<file path="src/sv/cdic_pkg.sv">
`default_nettype none

package cdic_pkg;

    // Field widths
    localparam int MODE_W     = 1;
    localparam int DAY_W      = 5;
    localparam int MON_W      = 4;
    localparam int YEAR_W     = 14;
    localparam int IDX_W      = 22;
    localparam int YDAY_W     = 9;
    localparam int WDAY_W     = 3;
    localparam int CLIM_W     = 7;
    localparam int BIAS_W     = 3;
    localparam int CFG_IDX_W  = 2;
    localparam int CFG_DATA_W = 22;
    localparam int S_TDATA_W  = 48;
    localparam int M_TDATA_W  = 64;

    // Internal widths
    localparam int EIDX_W     = 23;   // index after adding the 1900 offset
    localparam int CENT_W     = 8;    // year / 100
    localparam int REM_W      = 7;    // year % 100
    localparam int MOFF_W     = 10;   // signed month offset
    localparam int DIFF_W     = 24;   // signed index differences
    localparam int RECIP_W    = 24;
    localparam int PROD_W     = EIDX_W + RECIP_W;

    // Configuration register indexes
    typedef enum logic [CFG_IDX_W-1:0] {
        CFG_CENTURY_LIMIT = 2'd0,
        CFG_OFFSET_1900   = 2'd1,
        CFG_WEEKDAY_BIAS  = 2'd2
    } cfg_index_t;

    localparam logic [CLIM_W-1:0] CLIM_RST   = 7'd50;
    localparam logic [IDX_W-1:0]  OFFSET_RST = 22'd693608;
    localparam logic [BIAS_W-1:0] BIAS_RST   = 3'd1;

    localparam logic [YEAR_W-1:0] CUTOVER_YEAR      = 14'd1752;
    localparam logic [YEAR_W-1:0] CENT_START        = 14'd1700;
    localparam logic [YEAR_W-1:0] QUAD_START        = 14'd1600;
    localparam logic [CENT_W-1:0] CENT_BASE         = 8'd17;
    localparam logic [CENT_W-3:0] QUAD_BASE         = 6'd4;
    localparam logic [IDX_W-1:0]  SMALL_INDEX_LIMIT = 22'h00FFFF;
    localparam logic [YDAY_W-1:0] DAYS_YEAR         = 9'd365;

    // Year estimate: floor((idx - EST_BIAS) * RECIP_YEAR / 2^32), within one year
    localparam logic [EIDX_W-1:0]  EST_BIAS         = 23'd7;
    localparam logic [RECIP_W-1:0] RECIP_YEAR       = 24'd11759221;
    localparam int                 RECIP_YEAR_SHIFT = 32;

    // y / 100 == (y * 5243) >> 19, exact for 14-bit y
    localparam logic [12:0] RECIP_100       = 13'd5243;
    localparam int          RECIP_100_SHIFT = 19;

    function automatic logic [CENT_W-1:0] div100(input logic [YEAR_W-1:0] y);
        logic [26:0] p;
        p = 27'(y) * 27'(RECIP_100);
        return p[RECIP_100_SHIFT +: CENT_W];
    endfunction

    function automatic logic [REM_W-1:0] rem100(input logic [YEAR_W-1:0] y,
                                                input logic [CENT_W-1:0] q);
        logic [YEAR_W-1:0] t;
        t = y - 14'(q) * 14'd100;
        return t[REM_W-1:0];
    endfunction

    // Julian rule through the cutover year, Gregorian after it
    function automatic logic is_leap(input logic [YEAR_W-1:0] y,
                                     input logic [CENT_W-1:0] q,
                                     input logic [REM_W-1:0]  r);
        return (y[1:0] == 2'd0) &&
               ((y <= CUTOVER_YEAR) || (r != 7'd0) || (q[1:0] == 2'd0));
    endfunction

    // Leap flag of year y + k, from the quotient and remainder of y
    function automatic logic leap_ahead(input logic [YEAR_W-1:0] y,
                                        input logic [CENT_W-1:0] q,
                                        input logic [REM_W-1:0]  r,
                                        input logic [1:0]        k);
        logic [YEAR_W-1:0] yk;
        logic [CENT_W-1:0] rk;
        logic [CENT_W-1:0] qk;
        yk = y + 14'(k);
        rk = {1'b0, r} + 8'(k);
        qk = q;
        if (rk >= 8'd100) begin
            rk = rk - 8'd100;
            qk = q + 8'd1;
        end
        return is_leap(yk, qk, rk[REM_W-1:0]);
    endfunction

    // Index of the last day of year y
    function automatic logic [EIDX_W-1:0] year_end(input logic [YEAR_W-1:0] y,
                                                   input logic [EIDX_W-1:0] y365,
                                                   input logic [CENT_W-1:0] q);
        logic [CENT_W-1:0] cent;
        logic [CENT_W-3:0] quad;
        cent = (y > CENT_START) ? q - CENT_BASE : '0;
        quad = (y > QUAD_START) ? q[CENT_W-1:2] - QUAD_BASE : '0;
        return y365 + 23'(y[YEAR_W-1:2]) - 23'(cent) + 23'(quad);
    endfunction

    // Days before the first of month m, no leap day; two's complement
    function automatic logic [MOFF_W-1:0] month_offset(input logic [MON_W-1:0] m);
        logic [MOFF_W-1:0] o;
        case (m)
            4'd0:    o = 10'h3E1;    // minus 31
            4'd1:    o = 10'd0;
            4'd2:    o = 10'd31;
            4'd3:    o = 10'd59;
            4'd4:    o = 10'd90;
            4'd5:    o = 10'd120;
            4'd6:    o = 10'd151;
            4'd7:    o = 10'd181;
            4'd8:    o = 10'd212;
            4'd9:    o = 10'd243;
            4'd10:   o = 10'd273;
            4'd11:   o = 10'd304;
            4'd12:   o = 10'd334;
            4'd13:   o = 10'd365;
            4'd14:   o = 10'd396;
            default: o = 10'd426;
        endcase
        return o;
    endfunction

    // First non-leap day of year in month m, for months 3 to 12
    function automatic logic [YDAY_W-1:0] month_start(input logic [MON_W-1:0] m);
        logic [YDAY_W-1:0] s;
        case (m)
            4'd3:    s = 9'd60;
            4'd4:    s = 9'd91;
            4'd5:    s = 9'd121;
            4'd6:    s = 9'd152;
            4'd7:    s = 9'd182;
            4'd8:    s = 9'd213;
            4'd9:    s = 9'd244;
            4'd10:   s = 9'd274;
            4'd11:   s = 9'd305;
            4'd12:   s = 9'd335;
            default: s = 9'd0;
        endcase
        return s;
    endfunction

endpackage

`default_nettype wire

</file>
<file path="src/sv/calendar_date_day_index_converter_top.sv">
// Throughput: one item per cycle while the output register is empty or m_tready
// is high; six register stages with a valid bit each, held together
// by one stall enable taken from the output register.
// The year search is unrolled: one estimate multiply, one year-end evaluation
// and a three-way pick of the year around it.
// Reset (aresetn low at a clock edge) clears all valid bits and loads the
// register defaults: century_limit 50, offset_1900 693608, weekday_bias 1.
`default_nettype none

module calendar_date_day_index_converter_top (
    input  wire logic                             aclk,
    input  wire logic                             aresetn,
    // configuration write port
    input  wire logic                             cfg_wr_en,
    input  wire logic [cdic_pkg::CFG_IDX_W-1:0]   cfg_index,
    input  wire logic [cdic_pkg::CFG_DATA_W-1:0]  cfg_wdata,
    // input stream
    input  wire logic                             s_tvalid,
    output logic                                  s_tready,
    // tdata: day_in[4:0], month_in[8:5], year_in[22:9], index_in[44:23], zero fill
    input  wire logic [cdic_pkg::S_TDATA_W-1:0]   s_tdata,
    // tuser: mode[0]
    input  wire logic [cdic_pkg::MODE_W-1:0]      s_tuser,
    // result stream
    output logic                                  m_tvalid,
    input  wire logic                             m_tready,
    // tdata: index_out[21:0], year_out[35:22], month_out[39:36], day_out[44:40],
    //        yday_out[53:45], wday_out[56:54], zero fill
    output logic [cdic_pkg::M_TDATA_W-1:0]        m_tdata
);

    localparam int NSTAGE = 6;

    // ------------------------------------------------------------------
    // Configuration registers
    // ------------------------------------------------------------------
    logic [cdic_pkg::CLIM_W-1:0] climit_reg, climit_next;
    logic [cdic_pkg::IDX_W-1:0]  offset_reg, offset_next;
    logic [cdic_pkg::BIAS_W-1:0] bias_reg,   bias_next;

    always_comb begin
        climit_next = climit_reg;
        offset_next = offset_reg;
        bias_next   = bias_reg;
        if (cfg_wr_en) begin
            unique case (cfg_index)
                cdic_pkg::CFG_CENTURY_LIMIT: climit_next = cfg_wdata[cdic_pkg::CLIM_W-1:0];
                cdic_pkg::CFG_OFFSET_1900:   offset_next = cfg_wdata[cdic_pkg::IDX_W-1:0];
                cdic_pkg::CFG_WEEKDAY_BIAS:  bias_next   = cfg_wdata[cdic_pkg::BIAS_W-1:0];
                default: ;
            endcase
        end
    end

    always_ff @(posedge aclk) begin
        if (!aresetn) begin
            climit_reg <= cdic_pkg::CLIM_RST;
            offset_reg <= cdic_pkg::OFFSET_RST;
            bias_reg   <= cdic_pkg::BIAS_RST;
        end else begin
            climit_reg <= climit_next;
            offset_reg <= offset_next;
            bias_reg   <= bias_next;
        end
    end

    // ------------------------------------------------------------------
    // Pipeline control
    // ------------------------------------------------------------------
    logic [NSTAGE-1:0] vld_reg, vld_next;
    logic [NSTAGE-1:0] mode_reg, mode_next;
    logic              adv;

    assign adv      = !vld_reg[NSTAGE-1] || m_tready;
    assign s_tready = adv;
    assign m_tvalid = vld_reg[NSTAGE-1];

    assign vld_next  = {vld_reg[NSTAGE-2:0], s_tvalid};
    assign mode_next = {mode_reg[NSTAGE-2:0], s_tuser[0]};

    always_ff @(posedge aclk) begin
        if (!aresetn) begin
            vld_reg <= '0;
        end else if (adv) begin
            vld_reg <= vld_next;
        end
    end

    always_ff @(posedge aclk) begin
        if (adv) begin
            mode_reg <= mode_next;
        end
    end

    // ------------------------------------------------------------------
    // Stage 1: offset small indices, window the year
    // ------------------------------------------------------------------
    logic [cdic_pkg::DAY_W-1:0]  day_in;
    logic [cdic_pkg::MON_W-1:0]  month_in;
    logic [cdic_pkg::YEAR_W-1:0] year_in;
    logic [cdic_pkg::IDX_W-1:0]  index_in;

    assign day_in   = s_tdata[4:0];
    assign month_in = s_tdata[8:5];
    assign year_in  = s_tdata[22:9];
    assign index_in = s_tdata[44:23];

    logic [cdic_pkg::EIDX_W-1:0] idx_s1_reg, idx_s1_next;
    logic                        zero_s1_reg, zero_s1_next;
    logic [cdic_pkg::YEAR_W-1:0] yd_s1_reg, yd_s1_next;     // year before the date's year
    logic [cdic_pkg::YEAR_W-1:0] yr_s1_reg, yr_s1_next;     // the date's full year
    logic [cdic_pkg::DAY_W-1:0]  d_s1_reg, d_s1_next;
    logic [cdic_pkg::MON_W-1:0]  m_s1_reg, m_s1_next;

    always_comb begin
        zero_s1_next = (index_in == '0);
        if (index_in <= cdic_pkg::SMALL_INDEX_LIMIT) begin
            idx_s1_next = 23'(index_in) + 23'(offset_reg);
        end else begin
            idx_s1_next = 23'(index_in);
        end
        if (zero_s1_next) begin
            idx_s1_next = '0;
        end

        if (year_in < 14'(climit_reg)) begin
            yr_s1_next = year_in + 14'd2000;
            yd_s1_next = year_in + 14'd1999;
        end else if (year_in < 14'd100) begin
            yr_s1_next = year_in + 14'd1900;
            yd_s1_next = year_in + 14'd1899;
        end else begin
            yr_s1_next = year_in;
            yd_s1_next = year_in - 14'd1;
        end
        d_s1_next = day_in;
        m_s1_next = month_in;
    end

    always_ff @(posedge aclk) begin
        if (adv) begin
            idx_s1_reg  <= idx_s1_next;
            zero_s1_reg <= zero_s1_next;
            yd_s1_reg   <= yd_s1_next;
            yr_s1_reg   <= yr_s1_next;
            d_s1_reg    <= d_s1_next;
            m_s1_reg    <= m_s1_next;
        end
    end

    // ------------------------------------------------------------------
    // Stage 2: year estimate, weekday, century split of the year before the date's year
    // ------------------------------------------------------------------
    logic [cdic_pkg::YEAR_W-1:0] e_s2_reg, e_s2_next;
    logic [cdic_pkg::EIDX_W-1:0] idx_s2_reg, idx_s2_next;
    logic                        zero_s2_reg, zero_s2_next;
    logic [cdic_pkg::WDAY_W-1:0] wd_s2_reg, wd_s2_next;
    logic [cdic_pkg::YEAR_W-1:0] yd_s2_reg, yd_s2_next;
    logic [cdic_pkg::CENT_W-1:0] qd_s2_reg, qd_s2_next;
    logic [cdic_pkg::EIDX_W-1:0] yd365_s2_reg, yd365_s2_next;
    logic [cdic_pkg::DAY_W-1:0]  d_s2_reg, d_s2_next;
    logic [cdic_pkg::MON_W-1:0]  m_s2_reg, m_s2_next;

    logic [cdic_pkg::EIDX_W-1:0] est_a;
    logic [cdic_pkg::PROD_W-1:0] est_p;
    logic [cdic_pkg::DIFF_W-1:0] wd_sum;
    logic [5:0]                  wd_fold;
    logic [3:0]                  wd_fold2;

    always_comb begin
        est_a = (idx_s1_reg >= cdic_pkg::EST_BIAS) ? idx_s1_reg - cdic_pkg::EST_BIAS : '0;
        est_p = cdic_pkg::PROD_W'(est_a) * cdic_pkg::PROD_W'(cdic_pkg::RECIP_YEAR);
        e_s2_next = est_p[cdic_pkg::RECIP_YEAR_SHIFT +: cdic_pkg::YEAR_W];

        // 8 == 1 mod 7: add the octal digits, then fold once more
        wd_sum  = 24'(idx_s1_reg) + 24'(bias_reg);
        wd_fold = '0;
        for (int i = 0; i < cdic_pkg::DIFF_W / 3; i++) begin
            wd_fold = wd_fold + 6'(wd_sum[3*i +: 3]);
        end
        wd_fold2 = 4'(wd_fold[5:3]) + 4'(wd_fold[2:0]);
        if (wd_fold2 >= 4'd14) begin
            wd_fold2 = wd_fold2 - 4'd14;
        end else if (wd_fold2 >= 4'd7) begin
            wd_fold2 = wd_fold2 - 4'd7;
        end
        wd_s2_next = wd_fold2[cdic_pkg::WDAY_W-1:0];

        idx_s2_next  = idx_s1_reg;
        zero_s2_next = zero_s1_reg;

        yd_s2_next    = yd_s1_reg;
        qd_s2_next    = cdic_pkg::div100(yd_s1_reg);
        yd365_s2_next = 23'(yd_s1_reg) * 23'(cdic_pkg::DAYS_YEAR);
        d_s2_next     = d_s1_reg;
        m_s2_next     = m_s1_reg;
    end

    always_ff @(posedge aclk) begin
        if (adv) begin
            e_s2_reg     <= e_s2_next;
            idx_s2_reg   <= idx_s2_next;
            zero_s2_reg  <= zero_s2_next;
            wd_s2_reg    <= wd_s2_next;
            yd_s2_reg    <= yd_s2_next;
            qd_s2_reg    <= qd_s2_next;
            yd365_s2_reg <= yd365_s2_next;
            d_s2_reg     <= d_s2_next;
            m_s2_reg     <= m_s2_next;
        end
    end

    // ------------------------------------------------------------------
    // Stage 3: century split of the estimate; year end before the date
    // ------------------------------------------------------------------
    logic [cdic_pkg::YEAR_W-1:0] e_s3_reg, e_s3_next;
    logic [cdic_pkg::CENT_W-1:0] q_s3_reg, q_s3_next;
    logic [cdic_pkg::EIDX_W-1:0] e365_s3_reg, e365_s3_next;
    logic [cdic_pkg::EIDX_W-1:0] idx_s3_reg, idx_s3_next;
    logic                        zero_s3_reg, zero_s3_next;
    logic [cdic_pkg::WDAY_W-1:0] wd_s3_reg, wd_s3_next;
    logic [cdic_pkg::EIDX_W-1:0] fd_s3_reg, fd_s3_next;
    logic                        lp_s3_reg, lp_s3_next;
    logic [cdic_pkg::DAY_W-1:0]  d_s3_reg, d_s3_next;
    logic [cdic_pkg::MON_W-1:0]  m_s3_reg, m_s3_next;

    logic [cdic_pkg::REM_W-1:0]  rd_s3;

    always_comb begin
        e_s3_next    = e_s2_reg;
        q_s3_next    = cdic_pkg::div100(e_s2_reg);
        e365_s3_next = 23'(e_s2_reg) * 23'(cdic_pkg::DAYS_YEAR);
        idx_s3_next  = idx_s2_reg;
        zero_s3_next = zero_s2_reg;
        wd_s3_next   = wd_s2_reg;

        rd_s3      = cdic_pkg::rem100(yd_s2_reg, qd_s2_reg);
        fd_s3_next = cdic_pkg::year_end(yd_s2_reg, yd365_s2_reg, qd_s2_reg);
        lp_s3_next = cdic_pkg::leap_ahead(yd_s2_reg, qd_s2_reg, rd_s3, 2'd1);
        d_s3_next  = d_s2_reg;
        m_s3_next  = m_s2_reg;
    end

    always_ff @(posedge aclk) begin
        if (adv) begin
            e_s3_reg    <= e_s3_next;
            q_s3_reg    <= q_s3_next;
            e365_s3_reg <= e365_s3_next;
            idx_s3_reg  <= idx_s3_next;
            zero_s3_reg <= zero_s3_next;
            wd_s3_reg   <= wd_s3_next;
            fd_s3_reg   <= fd_s3_next;
            lp_s3_reg   <= lp_s3_next;
            d_s3_reg    <= d_s3_next;
            m_s3_reg    <= m_s3_next;
        end
    end

    // ------------------------------------------------------------------
    // Stage 4: year end of the estimate and leap flags around it;
    //          final day index of the date
    // ------------------------------------------------------------------
    logic [cdic_pkg::YEAR_W-1:0] e_s4_reg, e_s4_next;
    logic [cdic_pkg::EIDX_W-1:0] fe_s4_reg, fe_s4_next;
    logic [2:0]                  lp_s4_reg, lp_s4_next;   // leap of e, e+1, e+2
    logic [cdic_pkg::EIDX_W-1:0] idx_s4_reg, idx_s4_next;
    logic                        zero_s4_reg, zero_s4_next;
    logic [cdic_pkg::WDAY_W-1:0] wd_s4_reg, wd_s4_next;
    logic [cdic_pkg::IDX_W-1:0]  ix_s4_reg, ix_s4_next;

    logic [cdic_pkg::REM_W-1:0]  re_s4;
    logic [cdic_pkg::MOFF_W-1:0] moff_s4;
    logic [cdic_pkg::DIFF_W-1:0] ix_sum;

    always_comb begin
        re_s4         = cdic_pkg::rem100(e_s3_reg, q_s3_reg);
        fe_s4_next    = cdic_pkg::year_end(e_s3_reg, e365_s3_reg, q_s3_reg);
        lp_s4_next[0] = cdic_pkg::leap_ahead(e_s3_reg, q_s3_reg, re_s4, 2'd0);
        lp_s4_next[1] = cdic_pkg::leap_ahead(e_s3_reg, q_s3_reg, re_s4, 2'd1);
        lp_s4_next[2] = cdic_pkg::leap_ahead(e_s3_reg, q_s3_reg, re_s4, 2'd2);
        e_s4_next     = e_s3_reg;
        idx_s4_next   = idx_s3_reg;
        zero_s4_next  = zero_s3_reg;
        wd_s4_next    = wd_s3_reg;

        // wraps modulo 2^22; month 0 gives a negative offset
        moff_s4 = cdic_pkg::month_offset(m_s3_reg);
        ix_sum  = 24'(fd_s3_reg) + 24'(d_s3_reg)
                + {{(cdic_pkg::DIFF_W - cdic_pkg::MOFF_W){moff_s4[cdic_pkg::MOFF_W-1]}}, moff_s4}
                + 24'((m_s3_reg >= 4'd3) && lp_s3_reg);
        ix_s4_next = ix_sum[cdic_pkg::IDX_W-1:0];
    end

    always_ff @(posedge aclk) begin
        if (adv) begin
            e_s4_reg    <= e_s4_next;
            fe_s4_reg   <= fe_s4_next;
            lp_s4_reg   <= lp_s4_next;
            idx_s4_reg  <= idx_s4_next;
            zero_s4_reg <= zero_s4_next;
            wd_s4_reg   <= wd_s4_next;
            ix_s4_reg   <= ix_s4_next;
        end
    end

    // ------------------------------------------------------------------
    // Stage 5: pick the year from e, e+1, e+2 and the day of year
    // ------------------------------------------------------------------
    logic [cdic_pkg::YEAR_W-1:0] y_s5_reg, y_s5_next;
    logic [cdic_pkg::YDAY_W-1:0] n_s5_reg, n_s5_next;
    logic                        lp_s5_reg, lp_s5_next;
    logic                        zero_s5_reg, zero_s5_next;
    logic [cdic_pkg::WDAY_W-1:0] wd_s5_reg, wd_s5_next;
    logic [cdic_pkg::IDX_W-1:0]  ix_s5_reg, ix_s5_next;

    logic [cdic_pkg::DIFF_W-1:0] dd_s5;
    logic [cdic_pkg::DIFF_W-1:0] dsel_s5;
    logic [cdic_pkg::YDAY_W-1:0] len0_s5;
    logic [cdic_pkg::YDAY_W-1:0] len1_s5;

    always_comb begin
        dd_s5   = {1'b0, idx_s4_reg} - {1'b0, fe_s4_reg};
        len0_s5 = cdic_pkg::DAYS_YEAR + 9'(lp_s4_reg[0]);
        len1_s5 = cdic_pkg::DAYS_YEAR + 9'(lp_s4_reg[1]);
        if (dd_s5[cdic_pkg::DIFF_W-1] || (dd_s5 == '0)) begin
            // estimate one year high
            dsel_s5    = dd_s5 + 24'(len0_s5);
            y_s5_next  = e_s4_reg;
            lp_s5_next = lp_s4_reg[0];
        end else if (dd_s5 <= 24'(len1_s5)) begin
            dsel_s5    = dd_s5;
            y_s5_next  = e_s4_reg + 14'd1;
            lp_s5_next = lp_s4_reg[1];
        end else begin
            // estimate one year low
            dsel_s5    = dd_s5 - 24'(len1_s5);
            y_s5_next  = e_s4_reg + 14'd2;
            lp_s5_next = lp_s4_reg[2];
        end
        n_s5_next    = dsel_s5[cdic_pkg::YDAY_W-1:0];
        zero_s5_next = zero_s4_reg;
        wd_s5_next   = wd_s4_reg;
        ix_s5_next   = ix_s4_reg;
    end

    always_ff @(posedge aclk) begin
        if (adv) begin
            y_s5_reg    <= y_s5_next;
            n_s5_reg    <= n_s5_next;
            lp_s5_reg   <= lp_s5_next;
            zero_s5_reg <= zero_s5_next;
            wd_s5_reg   <= wd_s5_next;
            ix_s5_reg   <= ix_s5_next;
        end
    end

    // ------------------------------------------------------------------
    // Stage 6: month and day, output register
    // ------------------------------------------------------------------
    logic [cdic_pkg::IDX_W-1:0]  index_out_reg, index_out_next;
    logic [cdic_pkg::YEAR_W-1:0] year_out_reg,  year_out_next;
    logic [cdic_pkg::MON_W-1:0]  month_out_reg, month_out_next;
    logic [cdic_pkg::DAY_W-1:0]  day_out_reg,   day_out_next;
    logic [cdic_pkg::YDAY_W-1:0] yday_out_reg,  yday_out_next;
    logic [cdic_pkg::WDAY_W-1:0] wday_out_reg,  wday_out_next;

    logic                        jan_feb;
    logic [cdic_pkg::YDAY_W-1:0] np_s6;
    logic [cdic_pkg::YDAY_W-1:0] dy_s6;
    logic [cdic_pkg::MON_W-1:0]  mth_s6;

    always_comb begin
        jan_feb = (n_s5_reg <= 9'd59) || (lp_s5_reg && (n_s5_reg == 9'd60));
        np_s6   = n_s5_reg - 9'(lp_s5_reg);
        mth_s6  = 4'd3;
        for (int k = 4; k <= 12; k++) begin
            if (np_s6 >= cdic_pkg::month_start(4'(k))) begin
                mth_s6 = 4'(k);
            end
        end
        dy_s6 = np_s6 - cdic_pkg::month_start(mth_s6) + 9'd1;
        if (jan_feb) begin
            if (n_s5_reg >= 9'd32) begin
                mth_s6 = 4'd2;
                dy_s6  = n_s5_reg - 9'd31;
            end else begin
                mth_s6 = 4'd1;
                dy_s6  = n_s5_reg;
            end
        end

        index_out_next = '0;
        year_out_next  = '0;
        month_out_next = '0;
        day_out_next   = '0;
        yday_out_next  = '0;
        wday_out_next  = '0;
        if (!mode_reg[NSTAGE-2]) begin
            index_out_next = ix_s5_reg;
        end else if (!zero_s5_reg) begin
            year_out_next  = y_s5_reg;
            month_out_next = mth_s6;
            day_out_next   = dy_s6[cdic_pkg::DAY_W-1:0];
            yday_out_next  = n_s5_reg;
            wday_out_next  = wd_s5_reg;
        end
    end

    always_ff @(posedge aclk) begin
        if (adv) begin
            index_out_reg <= index_out_next;
            year_out_reg  <= year_out_next;
            month_out_reg <= month_out_next;
            day_out_reg   <= day_out_next;
            yday_out_reg  <= yday_out_next;
            wday_out_reg  <= wday_out_next;
        end
    end

    assign m_tdata = {7'd0, wday_out_reg, yday_out_reg, day_out_reg,
                      month_out_reg, year_out_reg, index_out_reg};

`ifndef SYNTHESIS
    a_yday_range: assert property (@(posedge aclk) disable iff (!aresetn)
        vld_reg[4] && mode_reg[4] && !zero_s5_reg |->
            (n_s5_reg >= 9'd1) && (n_s5_reg <= 9'd366))
        else $error("day of year out of range after year pick");

    a_date_range: assert property (@(posedge aclk) disable iff (!aresetn)
        m_tvalid && mode_reg[NSTAGE-1] && (yday_out_reg != '0) |->
            (month_out_reg >= 4'd1) && (month_out_reg <= 4'd12) &&
            (day_out_reg >= 5'd1) && (day_out_reg <= 5'd31))
        else $error("month or day out of range");

    a_mode0_clear: assert property (@(posedge aclk) disable iff (!aresetn)
        m_tvalid && !mode_reg[NSTAGE-1] |->
            (year_out_reg == '0) && (month_out_reg == '0) && (day_out_reg == '0) &&
            (yday_out_reg == '0) && (wday_out_reg == '0))
        else $error("date fields set on a date to index result");
`endif

endmodule

`default_nettype wire

</file>
<file path="config.mk">
export PLATFORM = sky130hd
export DESIGN_NAME = calendar_date_day_index_converter_top
export DESIGN_NICKNAME = d
export VERILOG_FILES = /design/src/sv/cdic_pkg.sv /design/src/sv/calendar_date_day_index_converter_top.sv
export SDC_FILE = /design/constraint.sdc
export NUM_CORES = 2
export LEC_CHECK = 0
export CAP_MARGIN = 20
export CORE_MARGIN = 4
export CORE_UTILIZATION = 45
export CTS_BUF_LIST = sky130_fd_sc_hd__clkbuf_8
export DETAILED_ROUTE_END_ITERATION = 7
export DONT_BUFFER_PORTS = 1
export GPL_TIMING_DRIVEN = 0
export PLACE_DENSITY = 0.6
export SLEW_MARGIN = 20
export SYNTH_ARGS = -nofsm -noshare
export SYNTH_HDL_FRONTEND = slang
export SYNTH_SLANG_ARGS = --single-unit
</file>
<file path="constraint.sdc">
create_clock -name aclk -period 11.15 [get_ports aclk]
set_clock_uncertainty 0.2 [all_clocks]
set_input_delay 2.23 -clock aclk [delete_from_list [all_inputs] [get_ports aclk]]
set_output_delay 2.23 -clock aclk [all_outputs]
set_load 0.1 [all_outputs]
</file>
Word-level counts from Yosys, hierarchy flattened
Memories as Yosys holds them, arrays and structs flattened. A register that Yosys moved wholly into a read port is not among the register bits.
Index checks and enable logic that the tools add are counted.
- register bits after elaboration: 484
- ROM bits: 304
- input port bits: 78
- output and inout bits: 66
- word-level logic and storage cells: 224
- memories kept: 2
- $add $sub $neg: 54
- multiply operators: 7
- $lt $le $gt $ge: 31
- equality and inequality tests: 3
- muxes and demuxes: 38
- bitwise operators: 2
- reductions and logical operators: 38
- memory list (name ; depth ; width ; read ports ; clocked after Yosys merged registers in ; wr ports ; RTL line ; RTL):
    (name not given) ; 16 ; 10 ; 1 ; 1 ; 0 ; cdic_pkg.sv:110 ; case (m)
    (name not given) ; 16 ; 9 ; 1 ; 0 ; 0 ; cdic_pkg.sv:134 ; case (m)
- operator list (cell ; number):
    $gt 14x11->1 const B ; 4
    $le 14x11->1 const B ; 4
    $mux 14 ; 4
    $mul 14x13->27 const B ; 2
    $mul 23x24->46 const B ; 1
    $add 14x1->14 const B ; 3
    $mux 4 ; 10
    $ge 9x8->1 const B ; 4
    $add 14x11->14 const B ; 2
    $add 14x2->14 const B ; 2
    $mux 7 ; 4
    $reduce_bool 7->1 ; 4
    $sub 7x7->7 const B ; 4
    $ge 9x9->1 const B ; 3
    $add 23x3->24 ; 1
    $add 6x3->6 ; 4
    $ge 8x7->1 const B ; 3
    $le 24x9->1 ; 1
    $logic_not 24->1 ; 1
    $sub 23x23->24 ; 1
    $add 22x22->23 ; 1
    $add 23x12->23 ; 1
    $add 23x6->23 ; 1
    $ge 23x3->1 const B ; 1
    59 further kinds ; 107

Longest topological paths before layout
An unclocked memory read counts as a cell.
- depth in word-level cells: 15
- depth in mapped cells: 34
- depth with buffers taken out: 33

Least setup slack after synthesis
OpenSTA, ideal clock, no wires.
- path type: input-to-reg
- start point: in m_tready
- end point: reg moff_s4[1] (netlist name)
- setup time: 0.133 ns
- arrival time: 9.726 ns
- required time: 10.817 ns
- slack: 1.091 ns
- stages on the path: 9
- path buffers: 1
- cells stage by stage: nor2b_1 > clkbuf_1 > inv_2 > mux2i_1 > inv_1 > ha_1 > and2_1 > a211oi_1 > a21oi_1
- word-level cells in the longest chain between the ends: 2
- ends and longest elaborated chain (what ; RTL line ; RTL):
    start: declaration ; calendar_date_day_index_converter_top.sv:26 ; input wire logic m_tready,
    $logic_or 1x1->1 ; calendar_date_day_index_converter_top.sv:74 ; assign adv = !vld_reg[NSTAGE-1] || m_tready;
    via s_tready ; calendar_date_day_index_converter_top.sv:19 ; output logic s_tready,
    $mux 4 (no line) ; n/a ;
The timed path passes the listed nets, and every way through them passes these cells.
A chain may end at the register's enable or synchronous reset.

Final worst setup path
- start point: reg idx_s1_reg[0] in the netlist's numbering
- end point: reg e_s2_reg[12] in the netlist's numbering (data pin)
- word-level cells in the longest chain between the ends: 3
- elaborated cells between the ends (all ways): 4
- classes of those cells: add/sub (1); mul (1); order compare (1); mux (1)
- ends and longest elaborated chain (what ; RTL line ; RTL):
    start: declaration ; calendar_date_day_index_converter_top.sv:108 ; logic [cdic_pkg::EIDX_W-1:0] idx_s1_reg, idx_s1_next;
    start signal: assignment ; calendar_date_day_index_converter_top.sv:142 ; idx_s1_reg <= idx_s1_next;
    $sub 23x3->23 or $ge 23x3->1 (tied branches) ; calendar_date_day_index_converter_top.sv:171 ; est_a = (idx_s1_reg >= cdic_pkg::EST_BIAS) ? idx_s1_reg - cdic_pkg::EST_BIAS : '0;
    $mux 23 * ; calendar_date_day_index_converter_top.sv:171 ;
    $mul 23x24->46 * ; calendar_date_day_index_converter_top.sv:172 ; est_p = cdic_pkg::PROD_W'(est_a) * cdic_pkg::PROD_W'(cdic_pkg::RECIP_YEAR);
    via est_p, one bit ; calendar_date_day_index_converter_top.sv:165 ; logic [cdic_pkg::PROD_W-1:0] est_p;
    end signal: assignment ; calendar_date_day_index_converter_top.sv:201 ; e_s2_reg <= e_s2_next;
    end: declaration ; calendar_date_day_index_converter_top.sv:154 ; logic [cdic_pkg::YEAR_W-1:0] e_s2_reg, e_s2_next;
Mark *: on every way through the listed nets, which the timed path passes. The rest lies on a longest branch.

==> summary.txt <==
Yosys
  – Yosys reg bits: 490
  – Synth Area per Inst: 10.7 um2
  – Ys async rst share: 0%
  – Sequential share of the synthesized area: 29.5%
  – Unique masters post-synth: 102
  – Post-synth EDFFs: 442
  – Ys Warns: 0
  – Dominant synthesized flop cell: edfxtp_1
  – Mapped Cells: 4503
  – Synth Cell Area: 48200 um2

Clock network
  – Post-CTS Setup Bufs: 0
  – Post-cts hold buffer count: 0
  – Clock Latency Late Sink: 0.73 ns
  – Clk sinks: 490
  – CTS tree: built
  – Max clock buf depth: 3
  – # resized after CTS: 0
  – Htree depth: 3
  – Root buffer cell: clkbuf_8
  – CTS Buf Count: 89
  – Clock transition at the registers of the reported paths: 0.06 ns

Critical path
  – Most frequent CP cell: fa_1
  – Worst Setup End Kind: flop
  – Worst Path Max Fanout: 10
  – CP Data Required Time: 11.44 ns
  – Critical path type: flop to flop
  – Critical path arrival: 10.95 ns
  – R2r worst-path depth: 31
  – R2R Path Start: idx_s1_reg[0]$_SDFFCE_PP0N_
  – Levels on crit path: 31
  – Top delay family on crit path: adder cells
  – FF-to-FF setup slack: 0.49 ns
  – RR Endpoint: e_s2_reg[12]$_DFFE_PN_
  – CP peak stage delay: 0.72 ns
  – CP max-delay cell: a2111oi_2
  – Crit path buffers/inverters: 7
  – Critical path launch point type: flop

STA
  – Final worst slack: 0.490 ns
  – Min cycle time layout: 10.66 ns
  – Hold Vio Cnt, Final: 0
  – Max-slew violations: 0
  – Final setup violation count: 0
  – Final worst-path cycle share: 95.6%
  – RSZ-0062 raised after global routing: false
  – Max-slew headroom: 32.7%
  – Fmax: 0.0938 GHz
  – Slew @ Worst Pin: 1.01 ns

Die
  – Die ar.: 113000 um2
  – Die W: 335 um
  – Core ar.: 106000 um2
  – Row cnt: 119
  – Die height: 335 um
  – I/O pins: 144
  – Initial Utilization: 45.6%

Placement
  – DP HPWL: 88.9 mm
  – Post-place setup slack: 0.416 ns
  – PortBufs: 0
  – Routability cong.: 0.922

Detailed routing
  – Total Routed Length: 106 mm
  – TritonRoute pass-1 iters: 5
  – DRT antenna net count: 0
  – Number of vias per cell: 5.12
  – Violation count after the first detailed-route iteration: 1675
  – DR WL/cell: 17.5 um
  – Via Count: 31100
  – DRC viols: 0

Worst hold path
  – Hold path depth: 0
  – HP Class: flop to flop
  – Worst hold start: ix_s4_reg[18]$_DFFE_PN_
  – Hold EP: ix_s5_reg[18]$_DFFE_PN_

Finish
  – Area Overhead vs Synth: 8.00%
  – # nets final: 5904
  – Layout cell share with drive strength beyond 1: 4.96%

GRT
  – Total gr overflow: 0
  – Initial antenna violation count: 3
  – First-pass GRT wire length: 173 mm
  – Pin count of the biggest net entering global routing: 114
  – Via count of the first global-routing pass: 32400
  – GRT Overall Usage: 19.5%

Outcome
  – Outcome: complete, no violations

Run
  – Max Cap Viol: 0
## per-layer routing
metal	part of all wire [%]	GRT usage, %
met1	44	25.5
met2	48	33.5
met3	5.0	3.33
met4	2.9	5.55
met5	0	0
## cells in the mapped netlist (25+ instances only)
master | instances | area share [%]
nand2b_1 | 31 | 0.40
clkbuf_1 | 44 | 0.34
a21boi_0 | 27 | 0.42
edfxtp_1 | 442 | 28
nand4_1 | 30 | 0.39
fa_1 | 506 | 21
inv_1 | 963 | 7.5
and3_1 | 27 | 0.35
nor2_1 | 205 | 1.6
or2_2 | 27 | 0.35
xor2_1 | 79 | 1.4
and2_1 | 37 | 0.48
ha_1 | 715 | 19
xnor2_1 | 195 | 3.5
a21oi_1 | 191 | 2.0
o21a_1 | 25 | 0.39
o21ai_0 | 101 | 1.0
a21o_1 | 69 | 1.1
nor3_1 | 63 | 0.65
nor2b_1 | 62 | 0.80
nand3_1 | 71 | 0.74
dfxtp_1 | 48 | 2.0
nand2_1 | 196 | 1.5
## logic make-up after synthesis
group | after synthesis | share of synthesized area [%]
DFF | 490 | 29.5
xor gates and xnor gates | 274 | 4.97
and+or+nand+nor | 843 | 8.86
muxes | 19 | 0.410
adders and majority gates | 1221 | 39.5
other | 1 | 0.00777
AOI/OAI and AO/OA | 625 | 8.58
buffers and inverters | 1030 | 8.14
## layout make-up
type,count,area (um2)
fillers,9607,53800
multi-input cells,2989,30100
flip-flops and latches,490,14200
inverters,965,3630
well taps,1391,1740
clock buffers,91,1250
clock inverters,73,682
plain buffers,65,305
repair buffers,5,138
diodes,2,5.00
## placed cells by master, fill, tap and decap left out, types with 48 or more instances in the layout
| cell | instances |
|---|---|
| edfxtp_1 | 442 |
| xor2_1 | 79 |
| ha_1 | 715 |
| xnor2_1 | 195 |
| nand2_1 | 196 |
| fa_1 | 506 |
| a21o_1 | 69 |
| nand3_1 | 71 |
| clkbuf_8 | 91 |
| dfxtp_1 | 48 |
| inv_1 | 982 |
| a21oi_1 | 191 |
| nor2_1 | 205 |
| nor2b_1 | 62 |
| nor3_1 | 62 |
| o21ai_0 | 101 |
## worst max-delay path by stage
stage                                           start                      to  slack, ns
after floorplan                              m_tready      moff_s4[1]$_DFF_P_       1.09
after global placement                       m_tready      moff_s4[1]$_DFF_P_      -1.71
after detailed placement  idx_s1_reg[6]$_SDFFCE_PP0N_  e_s2_reg[12]$_DFFE_PN_       0.42
after CTS                 idx_s1_reg[6]$_SDFFCE_PP0N_  e_s2_reg[12]$_DFFE_PN_       0.39
after global routing      idx_s1_reg[3]$_SDFFCE_PP0N_  e_s2_reg[12]$_DFFE_PN_       0.11
final                     idx_s1_reg[0]$_SDFFCE_PP0N_  e_s2_reg[12]$_DFFE_PN_       0.49
## worst reg2reg max path, delay by kind of cell (launching register included)
kind | cells | cell delay (ns)
fa+ha+maj | 9 | 4.09
buf+inv | 7 | 0.81
flops | 1 | 0.69
compound gates | 7 | 1.99
simple gates | 8 | 2.66
## stage by stage
stage | TNS [ns] | instance area [um2] | util [%] | std cells | hold slack, ns
floorplan | 0 | 48300 | - | 4509 | 0.200
global placement | -16.06 | 50000 | 47.2 | 5900 | 0.201
detailed placement | 0 | 50200 | 47.4 | 5905 | 0.205
CTS | 0 | 52100 | 49.2 | 6069 | 0.206
global route | 0 | 52100 | 49.2 | 6071 | 0.194
finish | 0 | 52100 | 49.2 | 6071 | 0.203
Power is left out: the tool's default activity adds up to more than one toggle a clock period on the data nets, which glitch-free logic cannot reach.
